File: src/rtl/core/sacl_ram.sv
// generic single write port ram with registered read
module sacl_ram #(
  parameter int unsigned WIDTH = 8,
  parameter int unsigned DEPTH = 16
) (
  input  logic                                   clk_i,
  input  logic                                   we_i,
  input  logic [(DEPTH > 1 ? $clog2(DEPTH) : 1)-1:0] waddr_i,
  input  logic [WIDTH-1:0]                       wdata_i,
  input  logic [(DEPTH > 1 ? $clog2(DEPTH) : 1)-1:0] raddr_i,
  output logic [WIDTH-1:0]                       rdata_o
);

  logic [WIDTH-1:0] mem_q [DEPTH];

  always_ff @(posedge clk_i) begin
    if (we_i) begin
      mem_q[waddr_i] <= wdata_i;
    end
    rdata_o <= mem_q[raddr_i];
  end

endmodule

File: config.mk
export PLATFORM = sky130hd
export DESIGN_NAME = sacl_ram
export DESIGN_NICKNAME = d
export VERILOG_FILES = /design/src/rtl/core/sacl_ram.sv
export SDC_FILE = /design/constraint.sdc
export NUM_CORES = 1
export LEC_CHECK = 0
export BUFFER_PORTS_ARGS = -buffer_cell sky130_fd_sc_hd__buf_2
export CORE_ASPECT_RATIO = 2
export CORE_MARGIN = 2
export CORE_UTILIZATION = 43
export DETAILED_ROUTE_END_ITERATION = 10
export GPL_ROUTABILITY_DRIVEN = 0
export PLACE_DENSITY = 0.68
export SLEW_MARGIN = 25
export SYNTH_ARGS = -nofsm -noshare
export SYNTH_HDL_FRONTEND = slang
export SYNTH_SLANG_ARGS = --single-unit
File: constraint.sdc
create_clock -name clk_i -period 2.4 [get_ports clk_i]
set_input_delay 0.6 -clock clk_i [delete_from_list [all_inputs] [get_ports clk_i]]
set_output_delay 0.6 -clock clk_i [all_outputs]
set_load 0.01 [all_outputs]
==> summary.md <==
| Metric | Value |
|---|---|
| Reg2reg path depth | `3` |
| Rows | `between 50 and 60` |
| CTS tree | `done` |
| Detailed-router iteration count before antenna repair | `4` |
| Sum Neg Setup Slack | `0 ps` |
| DRT met1 WL | `approximately 3600 um` |
| Total Routed Length | `about 9800 um` |
| Largest net degree at the start of global routing | `33` |
| Total number of vias | `2352` |
| Worst slew pin tran | `approximately 770 ps` |
| Die area | `12900 sq um` |
| CP max FO | `32` |
| Antenna cells | `0` |
| # setup viols final | `0` |
| Later-pin clock latency in the skew report | `420 ps` |
| Crit path DAT | `a little under 2000 ps` |
| Area of the multi-input gates | `between 1000 and 1500 sq um` |
| CP endpoint kind | `register` |
| Post-synthesis net count | `about 250` |
| Grt ovf | `0` |
| Hold-fix buffers at CTS | `0` |
| Sequence of cells on the critical path | `buf_2 -> buf_12 -> mux4_1 -> a22oi_1 -> nand2_1` |
| WS Path Type | `in2reg` |
| Post-Layout Cell Count | `around 440` |
| Post-CTS Setup Bufs | `0` |
| F_max | `599 MHz` |
| Crit share post-route | `0.696` |
| Mapped Area | `5150 sq um` |
| Slew headroom | `0.487` |
| Maximum capacitance violations | `0` |
| Routed wl met3 | `between 400 and 500 um` |
| Fill count | `a little under 900` |
| HPWL Detailed | `roughly 6600 um` |
| Final net count | `301` |
| Clk buf depth | `2` |
| Layout cell share with drive strength beyond 1 | `0.324` |
| Post-route ant nets | `0` |
| Ys Warns | `0` |
| Slew Limit Fails | `0` |
| Synth cell types | `19` |
| Hold Vio Cnt, Final | `0` |
| Core Area | `~12000 sq um` |
| Root Driver | `clkbuf_16` |
| Post_cts resized | `0` |
| Fin crit period | `1670 ps` |
| Area delta synth->final | `19.0%` |
| Final Core Density | `0.523` |
| CTS H-tree depth | `4` |
| Commonest cells after routing, fill and taps aside | `edfxtp_1, buf_2, buf_4, mux4_2, clkbuf_16` |
| CP max-delay cell | `mux4_1` |
| Top Ports | `26` |
| GRT Total Usage | `0.171` |
| Vias in the first global route | `roughly 2500` |
| Tot Pwr | `approximately 0.0055 W` |
| Initial Util | `0.440` |
| Min-Delay Path Depth | `1` |
| Critical Path Start Type | `input pin` |
| Post-synthesis sequential area ratio | `0.778` |
| Clk slew on worst S/H paths | `~60 ps` |
| Initial drt markers | `around 240` |
| Syn Inst Count | `around 230` |
| WP data required | `approximately 2700 ps` |
| Placed cells | `~410` |
| Status | `finished, final reports clean` |
| Pwr dens | `between 800 and 900 nW/um^2` |
| Initial antenna violation count | `0` |
| Clock sinks | `around 140` |
| Register Area | `~4000 sq um` |
| Clock Skews | `about 6.4 ps` |
| Most common cell after layout, fill and taps aside | `edfxtp_1` |
| Die Ht | `between 150 and 200 um` |
| First-pass GRT wire length | `14900 um` |
| Routed length per placed instance | `22.1 um` |
| IO Port Bufs | `25` |
| P_leak | `between 2 and 2.5 nW` |
| DR vias/cell | `between 5 and 6` |
| CTS buffer count | `17` |
| Crit path largest cell delay | `between 600 and 700 ps` |
| Worst hold path type | `in2reg` |
| Die W | `just over 80 um` |
| DR WL met2 | `about 5500 um` |
| Avg Cell Area, Syn | `about 22 sq um` |
| Remaining DRCs | `0` |
| Highest routed layer | `met4` |
| Synthesis-stage register bit count | `approximately 140` |
| VDD IR max | `0.000529 V` |
| Unrepaired setup endpoints after global routing | `no` |
==> worst paths after layout <==
path	slack, ps	start	endpoint
worst max-delay path	730	raddr_i[0]	rdata_o[3]$_DFF_P_
worst min-delay path	560	wdata_i[0]	mem_q[9][0]$_DFFE_PP_
worst max register to register	970	mem_q[2][3]$_DFFE_PP_	rdata_o[3]$_DFF_P_
worst min register to register	670	mem_q[11][4]$_DFFE_PP_	rdata_o[4]$_DFF_P_
==> routing by layer <==
layer | vias up | track usage
li1 | 1081 | -
met1 | 1179 | 0.186
met2 | 72 | 0.289
met3 | 20 | 0.0500
met4 | 0 | 0.0901
met5 | - | 0
==> logic make-up (layout without fill, tap and decap cells) <==
logic type / Yosys count / count (layout) / share of synthesized area
flip-flops: 136 / 136 / 0.778
AND/OR/NAND/NOR: 35 / 35 / 0.0318
multiplexers: 32 / 32 / 0.150
AO/OA/AOI/OAI: 16 / 16 / 0.0233
buffers and inverters: 10 / 77 / 0.0168
==> area by class of cell <==
type                    count  area share
clock buffers              17      0.0695
clock inverters            15      0.0274
multi-input cells          83       0.173
flip-flops and latches    136       0.654
well taps                 145      0.0296
repair buffers             45      0.0470
==> Yosys cell counts (all sizes together) <==
library cell	count	area (sq um)
edfxtp	128	3840
mux4	32	773
a22oi	16	120
nor2	13	48.8
nand2	9	33.8
dfxtp	8	160
buf	7	56.3
nor3	4	20.0
clkdlybuf4s25	3	30.0
nand2b	2	12.5
nand3b	2	15.0
and2	1	6.26
and2b	1	7.51
nand3	1	5.00
nor2b	1	6.26
or3b	1	8.76
==> where the power goes <==
part           total (W)  switching (W)  internal [W]
Sequential       0.00267      0.0000162       0.00266
Combinational   0.000244       0.000138      0.000106
Clock            0.00254       0.000995       0.00155
==> critical path, delay by kind of cell <==
family	cells	cell delay, ps
and+or+nand+nor	1	80
buffers and inverters	2	330
muxes	1	660
AOI/OAI and AO/OA	1	270
==> state kept, by name, summed over array words and instances, names as in the netlist <==
name,count
mem_q,128
rdata_o,8
==> stage by stage <==
| stage | setup slack (ps) | hold WS, ps | area [sq um] |
|---|---|---|---|
| after floorplan | 307 | 629 | 5150 |
| after global placement | 347 | 646 | 5530 |
| after detailed placement | 327 | 664 | 5530 |
| after CTS | 735 | 549 | 6120 |
| after global routing | 694 | 571 | 6120 |
| final | 731 | 558 | 6120 |
(Power assumes the default switching activity.)
