--- config.mk ---
export PLATFORM = sky130hd
export DESIGN_NAME = sacl_way_unit
export DESIGN_NICKNAME = d
export VERILOG_FILES = /design/src/rtl/core/sacl_pkg.sv /design/src/rtl/core/sacl_way_unit.sv
export SDC_FILE = /design/constraint.sdc
export NUM_CORES = 1
export LEC_CHECK = 0
export BUFFER_PORTS_ARGS = -buffer_cell sky130_fd_sc_hd__clkbuf_2
export CORE_ASPECT_RATIO = 1.25
export CORE_MARGIN = 4
export CORE_UTILIZATION = 37
export DETAILED_ROUTE_END_ITERATION = 8
export PLACE_DENSITY = 0.8
export SYNTH_ARGS = -nofsm -noshare
export SYNTH_HDL_FRONTEND = slang
export SYNTH_SLANG_ARGS = --single-unit
--- constraint.sdc ---
create_clock -name vclk -period 1.6
set_clock_uncertainty 0.2 [all_clocks]
set_input_delay 0.16 -clock vclk [all_inputs]
set_output_delay 0.16 -clock vclk [all_outputs]
set_load 0.01 [all_outputs]
--- src/rtl/core/sacl_pkg.sv ---
// shared types and constants of the set-associative cache lru directory
package sacl_pkg;

  localparam int unsigned MAX_WAYS_DEF = 8;
  localparam int unsigned MAX_SETS_DEF = 256;

  localparam int unsigned ADDR_W = 16;
  localparam int unsigned TAG_W  = 16;
  localparam int unsigned AGE_W  = 16;
  localparam int unsigned WAY_OUT_W = 3;

  localparam logic [AGE_W-1:0] AGE_MAX = 16'hFFFF;

  localparam int unsigned CFG_IDX_W  = 2;
  localparam int unsigned CFG_DATA_W = 4;

  localparam logic [CFG_IDX_W-1:0] CFG_OFFSET_BITS = 2'd0;
  localparam logic [CFG_IDX_W-1:0] CFG_INDEX_BITS  = 2'd1;
  localparam logic [CFG_IDX_W-1:0] CFG_WAYS_IN_USE = 2'd2;

  localparam logic [2:0] OFFSET_BITS_RST = 3'd4;
  localparam logic [3:0] INDEX_BITS_RST  = 4'd6;
  localparam logic [3:0] WAYS_IN_USE_RST = 4'd2;

  typedef struct packed {
    logic             valid;
    logic [TAG_W-1:0] tag;
    logic [AGE_W-1:0] age;
  } entry_t;

  localparam int unsigned ENTRY_W = $bits(entry_t);

  typedef struct packed {
    logic             tag_eq;
    logic             age_gt;
    logic [AGE_W-1:0] age_next;
  } way_res_t;

endpackage

--- src/rtl/core/sacl_way_unit.sv ---
// shared per-way unit: tag compare, age compare and saturating age step
module sacl_way_unit (
  input  sacl_pkg::entry_t                entry_i,
  input  logic [sacl_pkg::TAG_W-1:0]      tag_i,
  input  logic [sacl_pkg::AGE_W-1:0]      best_age_i,
  output sacl_pkg::way_res_t              res_o
);

  logic tag_eq;

  assign tag_eq = (entry_i.tag == tag_i);

  always_comb begin
    res_o.tag_eq   = tag_eq;
    res_o.age_gt   = (entry_i.age > best_age_i);
    res_o.age_next = entry_i.age;
    if (!tag_eq && (entry_i.age != sacl_pkg::AGE_MAX)) begin
      res_o.age_next = entry_i.age + 16'd1;
    end
  end

endmodule

==> impl_summary.md, run 1 <==
Outcome
The flow ran to the end, but the final reports show violations. The final reports fail on setup timing.

Timing
The remaining max-slew budget at the tightest pin is 74.18%. The final setup slack of the worst path is -0.4581 ns. Timing would allow up to 485.9 MHz. The worst path in the final design needs a cycle of 2.058 ns, including I/O delays and setup.

For the pin with the worst max-slew slack, the measured transition is 0.3873 ns. Setup violations remaining at the end of the flow were counted as 18. The worst hold margin is 0.5044 ns. The max-slew violation total from the final report is 0.

The post-route fraction of the period consumed by the critical path is 128.6%. The hold violation total from the final report is 0. Setup repair after global routing could not meet its margin everywhere.

Pwr
The design internal power is 241.9 uW. Of the total power, registers draw 0%. The power density over the cells is 224.0 mW/mm^2. Per report_power, the clock group accounts for 0% of the total.

Combinational cells account for 100.0% of the total power. The worst-case IR drop observed on VDD is 0.0001761 V. The net load switching power is 193.7 uW. The net switching fraction of the power is 44.46%. Summed over all cells, the static leakage comes to 0.001054 uW.

Critical path
In this design, the largest share of critical-path delay is due to simple AND/OR/NAND/NOR gates. The data arrival time at the worst-slack endpoint is 1.70 ns. The critical path contains buffers and inverters numbering 4 combined. For this run, the slowest stage of the critical path takes 0.35 ns. The largest fanout on the critical path is 8. The worst setup path is launched from an input pin. Walking the worst path, the cells encountered are clkbuf_2 -> xnor2_1 -> nand4_1 -> nor4_4 -> buf_6 -> buf_12 -> nor3_4 -> xor2_1 -> buf_2. The cell at the slowest stage of the critical path is nor4_4. The worst setup path is captured at an output port.

The cell depth of the worst setup path is 9. The type of the setup path with the least slack is in2out. For the worst setup path, the data required time is 1.24 ns.

Cells and area
0 antenna diodes ended up in the layout. The post-layout utilization of the core is 76.93%. There are 0 flip-flops and latches. The net count of the finished layout is 330. In the final layout, the share of cells above drive strength 1 is 61.38%.

For this run, the number of standard cells in the final layout without fillers is 279. Compared with the post-synthesis result, the final layout area differs by 92.56%. The final design instance area without fill is 0.001944 mm^2. The count of clock-net buffers in the final layout is 0. The area occupied by registers is 0 um^2.

Flow run
The number of max-cap violations is 0.

Route
The count of unresolved DRC violations after routing is 0. After detailed routing, the number of vias per cell comes to 4.864. The detailed-route via count is 1357. The number of antenna-violating nets in the routed design is 0. The detailed router finished its first iteration with 14 violations. The first-pass detailed-route iteration total is 4. The detailed-route wire length per cell is 13.94 um.

Wires add up to 3.888 mm.

Synth
Summing the areas of all compound-gate instances in the mapped netlist gives 10.16% of the synthesized area. Multiplexer cells account for 2.602% of the synthesized area. After technology mapping, the gate count stands at 131. The number of different library cells used by synthesis comes to 31. Summed over its instances, the top area cell type makes up 21.07% of the synthesized netlist area. After synthesis, the largest family of logic cells by area is simple AND/OR/NAND/NOR gates.

The area share of xor/xnor cells in the synthesized design is 26.02%. The net count of the mapped netlist is 213. The Yosys step of the flow raised 0 warnings.

Summing every instance area after synthesis gives 0.001010 mm^2. Sequential cells were found to cover 0% of the synthesized design area. The largest area contributor in the synthesized netlist is ha_1. Of the total synthesized cell area, the portion taken by full adders, half adders and majority gates is 21.07%. A synthesized cell averages 7.708 um^2.

After Yosys synthesis, and, or, nand and nor cells account for 32.34% of the synthesized area. By area the synthesized netlist is led by ha_1 (21%), xnor2_1 (15%), xor2_1 (11%), nand4_1 (6.2%), inv_1 (5.9%).

Placement
The placer congestion estimate is 0.7950. At the placement stage, the worst setup path has a slack of -0.4015 ns. The count of input and output buffers is 82. Detailed placement ended at an HPWL of 2.960 mm. The placed instances occupy a cell area of 0.001743 mm^2.

The cell count after placement is 278.

Floorplanning
In this run the count of I/O pins placed on the die edge is 83. The effective utilization at floorplan is 39.95%. Measured along the x axis, the die boundary spans 54.73 um. The die covers 0.003634 mm^2.

The die is 66.41 um tall. The row count is 20. The core area is 0.002527 mm^2.

Global route
The sum of overflow across all layers after global routing is 0. Entering global routing, the biggest net connects 9 pins. The global-route usage over all layers is 18.81%. The first global-routing pass estimated 5.299 mm of wire. The initial antenna violation count is 0. The via count of the first global-routing pass is 1363.

Worst hold path
The worst hold path was traced through 4 stages. In this run the worst hold path is classified as in2out.
-- final cells by class --
cell class / count / area, um^2
inverter: 16 / 65.06
tap: 33 / 41.29
timing repair buffer: 117 / 744.5
multi-input combinational: 113 / 1094
fill: 176 / 583.1
-- power by group through the flow --
stage / logic, uW / registers (uW) / clock network, uW
floorplan: 168 / 0 / 0
CTS: 391 / 0 / 0
global route: 477 / 0 / 0
global placement: 364 / 0 / 0
finish: 436 / 0 / 0
detailed placement: 374 / 0 / 0
-- kinds of logic after synthesis --
kind of cell               after synthesis
AOI/OAI and AO/OA                       15
xor gates and xnor gates                30
adders and majority gates               17
buffers and inverters                   18
muxes                                    2
and+or+nand+nor                         49
-- worst min-delay path: stages --
cell	delay [ns]
clkbuf_2	0.09
buf_4	0.11
xor2_1	0.06
buf_2	0.13
-- synthesized netlist by cell type --
master	instances
buf_6	1
nand4_2	1
and3_1	2
nor4b_1	2
nor3_1	1
inv_1	16
a21oi_1	6
nor3_2	5
nor2_1	5
nand3_1	6
mux2_4	1
nand2_1	5
mux2_1	1
nand2b_1	1
o31ai_1	1
nor2_2	2
xor2_1	13
o21ai_0	1
ha_1	17
o211ai_1	1
and4_1	1
nor4_1	3
nor4_4	1
nor3b_2	1
a21o_1	4
nand4_1	10
buf_4	1
xnor2_1	17
nor2b_1	3
o2111ai_2	1
a211oi_1	1
-- through the flow --
step	TNS (ns)	power (uW)
2_1_floorplan	-1.206	167.6
3_3_place_gp	-4.164	364.4
3_5_place_dp	-5.253	374.0
4_1_cts	-4.923	390.8
5_1_grt	-8.401	477.3
6_report	-6.407	435.6
-- layer usage --
| metal | up-vias | track usage, % | share of wire (%) |
|---|---|---|---|
| met3 | 8 | 0.9029 | 5.2 |
| met5 | - | 0 | 0 |
| met4 | 0 | 2.804 | 2.3 |
| met2 | 48 | 40.24 | 58 |
| met1 | 603 | 18.29 | 34 |
| li1 | 698 | - | - |
-- placed cells by master (no fill, tap or decap), types with 2 or more instances in the layout --
master and instances:
and3_1 2, a21o_1 4, xor2_1 13, buf_4 34, inv_1 14, clkbuf_2 60, nand4_1 10, nor2_1 5
buf_2 13, ha_4 6, inv_4 2, nand2_1 5, nor3_2 5, nor4_1 2, buf_6 8, xnor2_2 4
nand3_1 6, xnor2_1 13, a21oi_1 5, ha_1 10
-- final timing paths --
path | slack [ns] | from | endpoint
min | 0.50 | entry_i[7] | res_o[7]
max | -0.46 | tag_i[10] | res_o[11]
-- repair_timing --
action,4_1_cts,5_1_grt
pin swaps,8,13
hold buffers,0,0
resized for setup,8,41
endpoints found under the setup margin,18,18
setup buffers,0,1
(Power assumes the default switching activity.)
==> run 2, diff against run 1 <==
--- a/config.mk
+++ b/config.mk
@@ -5,12 +5,13 @@
 export SDC_FILE = /design/constraint.sdc
 export NUM_CORES = 1
 export LEC_CHECK = 0
+export ABC_CLOCK_PERIOD_IN_PS = 1600
 export BUFFER_PORTS_ARGS = -buffer_cell sky130_fd_sc_hd__clkbuf_2
 export CORE_ASPECT_RATIO = 1.25
 export CORE_MARGIN = 4
 export CORE_UTILIZATION = 37
 export DETAILED_ROUTE_END_ITERATION = 8
-export PLACE_DENSITY = 0.8
+export PLACE_DENSITY = 0.9
 export SYNTH_ARGS = -nofsm -noshare
 export SYNTH_HDL_FRONTEND = slang
 export SYNTH_SLANG_ARGS = --single-unit
==> impl_summary.md, run 2 (synthesis results as in run 1) <==
Critical path
The largest fanout on the critical path is 7 (-1). The data arrival time at the worst-slack endpoint is 1.65 ns (-0.05 ns). The worst endpoint required time is 1.24 ns (about the same). STA classifies the critical path endpoint as an output port. The critical path is of the in2out type.

STA classifies the critical path startpoint as an input pin.

Global route
The global-route wire length before repair was 5.754 mm (+8.6%). The initial antenna violation count is 0 (unchanged). The met3 track demand over resource is 1.129% (+0.23 points). The sum of overflow across all layers after global routing is 0 (unchanged). The global-route usage over all layers was 20.55% (+1.7 points).

The via count of the first global-routing pass is 1456 (+6.8%). The global routing stage identified its most utilized layer as met2. The largest net degree at the start of global routing is 15 (+6).

The met2 capacity usage during global routing is 41.12% (+0.89 points). The global routing usage on met1 is 19.63% (+1.3 points).

Floorplanning
The effective utilization at floorplan is 39.95% (unchanged). The I/O pin count came to 83 (unchanged). The row count came to 20 (unchanged). The die area was 0.003634 mm^2 (unchanged). The core area is 0.002527 mm^2 (unchanged).

The width of the die is 54.73 um (unchanged). The vertical die dimension came to 66.41 um (unchanged).

Timing
The maximum frequency from static timing analysis is 496.3 MHz (+2.1%). The setup TNS after final layout was -5.239 ns (+1.168 ns). The worst-margin pin slew is 0.4153 ns (+0.02797 ns).

The max-slew violation total from the final report was 0 (unchanged). Setup repair after global routing could not meet its margin everywhere. The final setup slack of the worst path was -0.4149 ns (+0.04316 ns).

The remaining max-slew budget at the tightest pin is 71.92% (-2.3 points). The hold violation total from the final report is 0 (unchanged). The final count of negative-setup-slack endpoints is 18 (unchanged). The time the worst path needs with I/O delays and setup came to 2.015 ns (-0.04316 ns). The post-route fraction of the period consumed by the critical path is 125.9% (-2.7 points).

Pwr
The power density over the cells is 224.2 mW/mm^2 (about the same). The total power is 448.3 uW (+2.9%). The highest ir drop seen on vdd came to 0.0002025 V (+15%).

The leakage power came to 0.001054 uW (about the same).

Route
The count of unresolved DRC violations after routing is 0 (unchanged). The number of antenna-violating nets in the routed design came to 0 (unchanged). The detailed-route via count came to 1477 (+8.8%). The post-detailed-routing wire length is 4.286 mm (+10%). The via density per instance is 5.238 (+7.7%).

The detailed-route wire length per cell came to 15.20 um (+9.1%). The first-pass detailed-route iteration total is 4 (unchanged). The DRC violation total after the first TritonRoute iteration is 29 (+15).

Cells and area
In the layout the commonest cells are clkbuf_2 (64), buf_4 (36), buf_2 (15). The area occupied by registers came to 0 um^2 (unchanged). Leaving out fill and tap cells, the most frequent cell in the layout is clkbuf_2. The final antenna diode count was 0 (unchanged).

The number of sequential storage elements came to 0 (unchanged). The final-stage net count came to 333 (+0.91%). The count of clock-net buffers in the final layout is 0 (unchanged). The post-layout utilization of the core is 79.11% (+2.2 points). The growth of design area from synthesis to finish is 98.02%. The share of layout cells above drive strength 1 came to 65.06% (+3.7 points).

Outcome
The flow ran to the end, but the final reports show violations. The checks that failed: setup timing.

Placement
The placer congestion estimate is 0.8033 (+1.0%). The count of input and output buffers is 82 (unchanged). The HPWL after detailed placement is 2.998 mm (+1.3%).

Flow run
The number of max-cap violations is 0 (unchanged).

Worst hold path
The class of the worst hold path is in2out.
-- run 2: repair_timing --
item	in CTS	in global routing
buffers inserted	4	4
resized for setup	9	44
cloned	0	0
hold buffers	0	0
pin swaps	6	10
setup endpoints to repair	18	18
hold endpoints to repair	0	0
-- run 2: critical path, cell delays in order --
cell and delay (ns):
clkbuf_8 0.11, ha_2 0.21, nand4_4 0.12, nand2b_1 0.24, nor2_4 0.28, nor2_2 0.09
mux2_4 0.31, clkbuf_2 0.13
-- run 2: path summary, 6_finish.rpt --
path        start         to  slack [ns]  cells past startpoint
min   entry_i[15]  res_o[15]        0.43                      3
max    entry_i[1]   res_o[1]       -0.41                      8
-- run 2: power by group --
part           internal [uW]  total, uW  switching, uW  leakage, uW
sequential                 0          0              0            0
clock                      0          0              0            0
combinational            241        448            207      0.00105
total                    241        448            207      0.00105
-- run 2: final cells by class --
type | count | area, um^2
inverter | 16 | 65.06
multi-input combinational | 113 | 1160
tap | 33 | 41.29
timing repair buffer | 120 | 733.2
fill | 172 | 528.0
-- run 2: stage by stage --
step / worst slack [ns] / cell area, um^2 / cells / hold slack [ns]
floorplan: -0.1249 / 1042 / 131 / 0.2001
detailed placement: -0.3969 / 1713 / 274 / 0.4215
CTS: -0.3757 / 1809 / 278 / 0.4227
finish: -0.4149 / 1999 / 282 / 0.4300
global route: -0.4648 / 1999 / 282 / 0.4622
global placement: -0.3195 / 1713 / 274 / 0.4169
-- run 2: per-layer routing --
layer	wire [um]	share of wire [%]	vias to the layer above
met2	2480	58	69
met3	300	7.0	18
met4	161	3.8	0
met5	0	0	-
li1	-	-	710
met1	1343	31	680
==> run 3, diff against run 2 <==
--- a/config.mk
+++ b/config.mk
@@ -5,13 +5,14 @@
 export SDC_FILE = /design/constraint.sdc
 export NUM_CORES = 1
 export LEC_CHECK = 0
-export ABC_CLOCK_PERIOD_IN_PS = 1600
+export ABC_CLOCK_PERIOD_IN_PS = 2000
 export BUFFER_PORTS_ARGS = -buffer_cell sky130_fd_sc_hd__clkbuf_2
 export CORE_ASPECT_RATIO = 1.25
 export CORE_MARGIN = 4
-export CORE_UTILIZATION = 37
+export CORE_UTILIZATION = 41
 export DETAILED_ROUTE_END_ITERATION = 8
-export PLACE_DENSITY = 0.9
+export PLACE_DENSITY = 0.94
+export SETUP_SLACK_MARGIN = 0.02
 export SYNTH_ARGS = -nofsm -noshare
 export SYNTH_HDL_FRONTEND = slang
 export SYNTH_SLANG_ARGS = --single-unit
==> constraint.sdc (replaced) <==
create_clock -name vclk -period 2
set_clock_uncertainty 0.2 [all_clocks]
set_input_delay 0.1 -clock vclk [all_inputs]
set_output_delay 0.1 -clock vclk [all_outputs]
set_load 0.01 [all_outputs]
==> impl_summary.md, run 3 (synthesis results as in run 1) <==
Outcome
The flow ran to the end, and the final reports show no timing, DRC or antenna violations.

Global route
The global-route usage over all layers is 16.98% (-3.6 points). The global routing stage identified its most utilized layer as met2. The global-route wire length before repair is 4.692 mm (-18%).

The global routing usage on met1 was 17.79% (-1.8 points). The largest net degree at the start of global routing is 17 (+2). The initial antenna violation count is 0 (unchanged). The met2 capacity usage during global routing is 35.40% (-5.7 points). The via count of the first global-routing pass is 1203 (-17%).

The met3 track demand over resource is 1.179% (+0.051 points). The sum of overflow across all layers after global routing is 0 (unchanged).

Route
The number of antenna-violating nets in the routed design is 0 (unchanged). The detailed-route via count is 1224 (-17%). The count of unresolved DRC violations after routing is 0 (unchanged). The DRC violation total after the first TritonRoute iteration is 7 (-76%). The detailed-route wire length per cell came to 11.93 um (-22%). The post-detailed-routing wire length is 2.911 mm (-32%). The via density per instance was 5.016 (-4.2%). The first-pass detailed-route iteration total is 4 (unchanged).

Placement
The placer congestion estimate is 0.7511 (-6.5%). The HPWL after detailed placement was 2.714 mm (-9.5%). The count of input and output buffers is 82 (unchanged).

Cells and area
The count of clock-net buffers in the final layout is 0 (unchanged). The share of layout cells above drive strength 1 is 45.54% (-20 points). The final-stage net count is 297 (-11%). The library cells used most frequently in the layout, excluding fill and tap cells, are clkbuf_2 (82), xnor2_1 (17), ha_1 (17). The number of sequential storage elements is 0 (unchanged). The post-layout utilization of the core is 64.80% (-14 points). The final antenna diode count is 0 (unchanged). Relative to the synthesized area, the layout overhead comes to 46.47%. The area occupied by registers came to 0 um^2 (unchanged).

The most common library cell in the layout ignoring fill and taps is clkbuf_2.

Critical path
The longest individual stage delay on the worst path is 0.33 ns (+0.02 ns). Traced cell by cell, the critical path runs through clkbuf_2 -> xnor2_1 -> nand4_1 -> nor4_4 -> buf_12 -> nor2_1 -> mux2_1 -> clkbuf_2. The worst endpoint required time was 1.70 ns (+0.46 ns). The number of buffer and inverter stages on the critical path came to 3 (+1).

The cell at the slowest stage of the critical path is nor4_4. The kind of cell adding the most delay to the critical path is simple AND/OR/NAND/NOR gates. The endpoint class of the critical path is an output port.

The type of the setup path with the least slack is in2out. The largest fanout on the critical path is 16 (+9). The cell depth of the worst setup path came to 8 (unchanged). The category of the worst setup path launch point is an input pin. The most frequent cell on the critical path is clkbuf_2. The data arrival time at the worst-slack endpoint came to 1.57 ns (-0.08 ns).

Floorplanning
The vertical die dimension is 63.49 um (-4.4%). The row count is 19 (-5.0%). The I/O pin count is 83 (unchanged). The effective utilization at floorplan is 44.24% (+4.3 points). The width of the die is 52.39 um (-4.3%).

The die area is 0.003326 mm^2 (-8.5%). The core area was 0.002282 mm^2 (-9.7%).

Worst hold path
The cell count of the worst hold path is 3 (unchanged). The class of the worst hold path is in2out.

Pwr
The leakage power came to 0.0008359 uW (-21%). The total power came to 257.5 uW (-43%). The highest ir drop seen on vdd is 0.0001212 V (-40%). The power density over the cells came to 174.1 mW/mm^2 (-22%).

Timing
The hold violation total from the final report is 0 (unchanged). The setup TNS after final layout is 0 ns (+5.239 ns). The max-slew violation total from the final report was 0 (unchanged). The maximum frequency from static timing analysis is 534.8 MHz. The remaining max-slew budget at the tightest pin came to 78.38% (+6.5 points). Subtracting the final worst setup slack from the clock period gives 1.870 ns. The final count of negative-setup-slack endpoints came to 0 (-18).

Setup repair after global routing left no endpoint under its margin. The post-route fraction of the period consumed by the critical path is 93.50%. The worst-margin pin slew is 0.3198 ns (-0.09549 ns).

CTS
The number of buffers inserted by hold repair at cts is 0 (unchanged). The number of buffers inserted to repair setup after CTS is 0 (-4).

Flow run
The number of max-cap violations is 0 (unchanged).
run 3: final cells by class:
cell class / count / area [um^2]
timing repair buffer: 84 / 437.9
multi-input combinational: 113 / 942.2
inverter: 16 / 60.06
fill: 201 / 803.3
tap: 31 / 38.79
run 3: final timing paths:
| kind | startpoint | endpoint | slack (ns) |
|---|---|---|---|
| min | entry_i[15] | res_o[15] | 0.30 |
| max | tag_i[0] | res_o[8] | 0.13 |
run 3: metal layers:
| layer | vias up | share of wire (%) | routed length (um) |
|---|---|---|---|
| met5 | - | 0 | 0 |
| met4 | 0 | 0.48 | 14 |
| met3 | 2 | 6.4 | 186 |
| met2 | 44 | 59 | 1722 |
| met1 | 541 | 34 | 988 |
| li1 | 637 | - | - |
run 3: through the flow:
step                      setup WS (ns)  hold slack, ns  area (um^2)  std cells
after floorplan                  0.3889         0.08006         1010        131
after global placement           0.1568          0.3036         1468        244
after detailed placement         0.1312          0.3012         1468        244
after CTS                        0.1139          0.3019         1468        244
after global routing            0.03340          0.3250         1479        244
final                            0.1300          0.3037         1479        244
run 3: worst min-delay path, stage by stage:
cell and delay (ns):
clkbuf_2 0.12, xor2_1 0.07, clkbuf_2 0.12
run 3: report_power, final:
part	internal [uW]	switching (uW)	total, uW
registers	0	0	0
clock network	0	0	0
logic	132	126	258
run 3: repair_timing:
action                                  in CTS  in global routing
endpoints found under the setup margin       0                  2
hold endpoints to repair                     0                  0
gates resized for setup                      0                  2
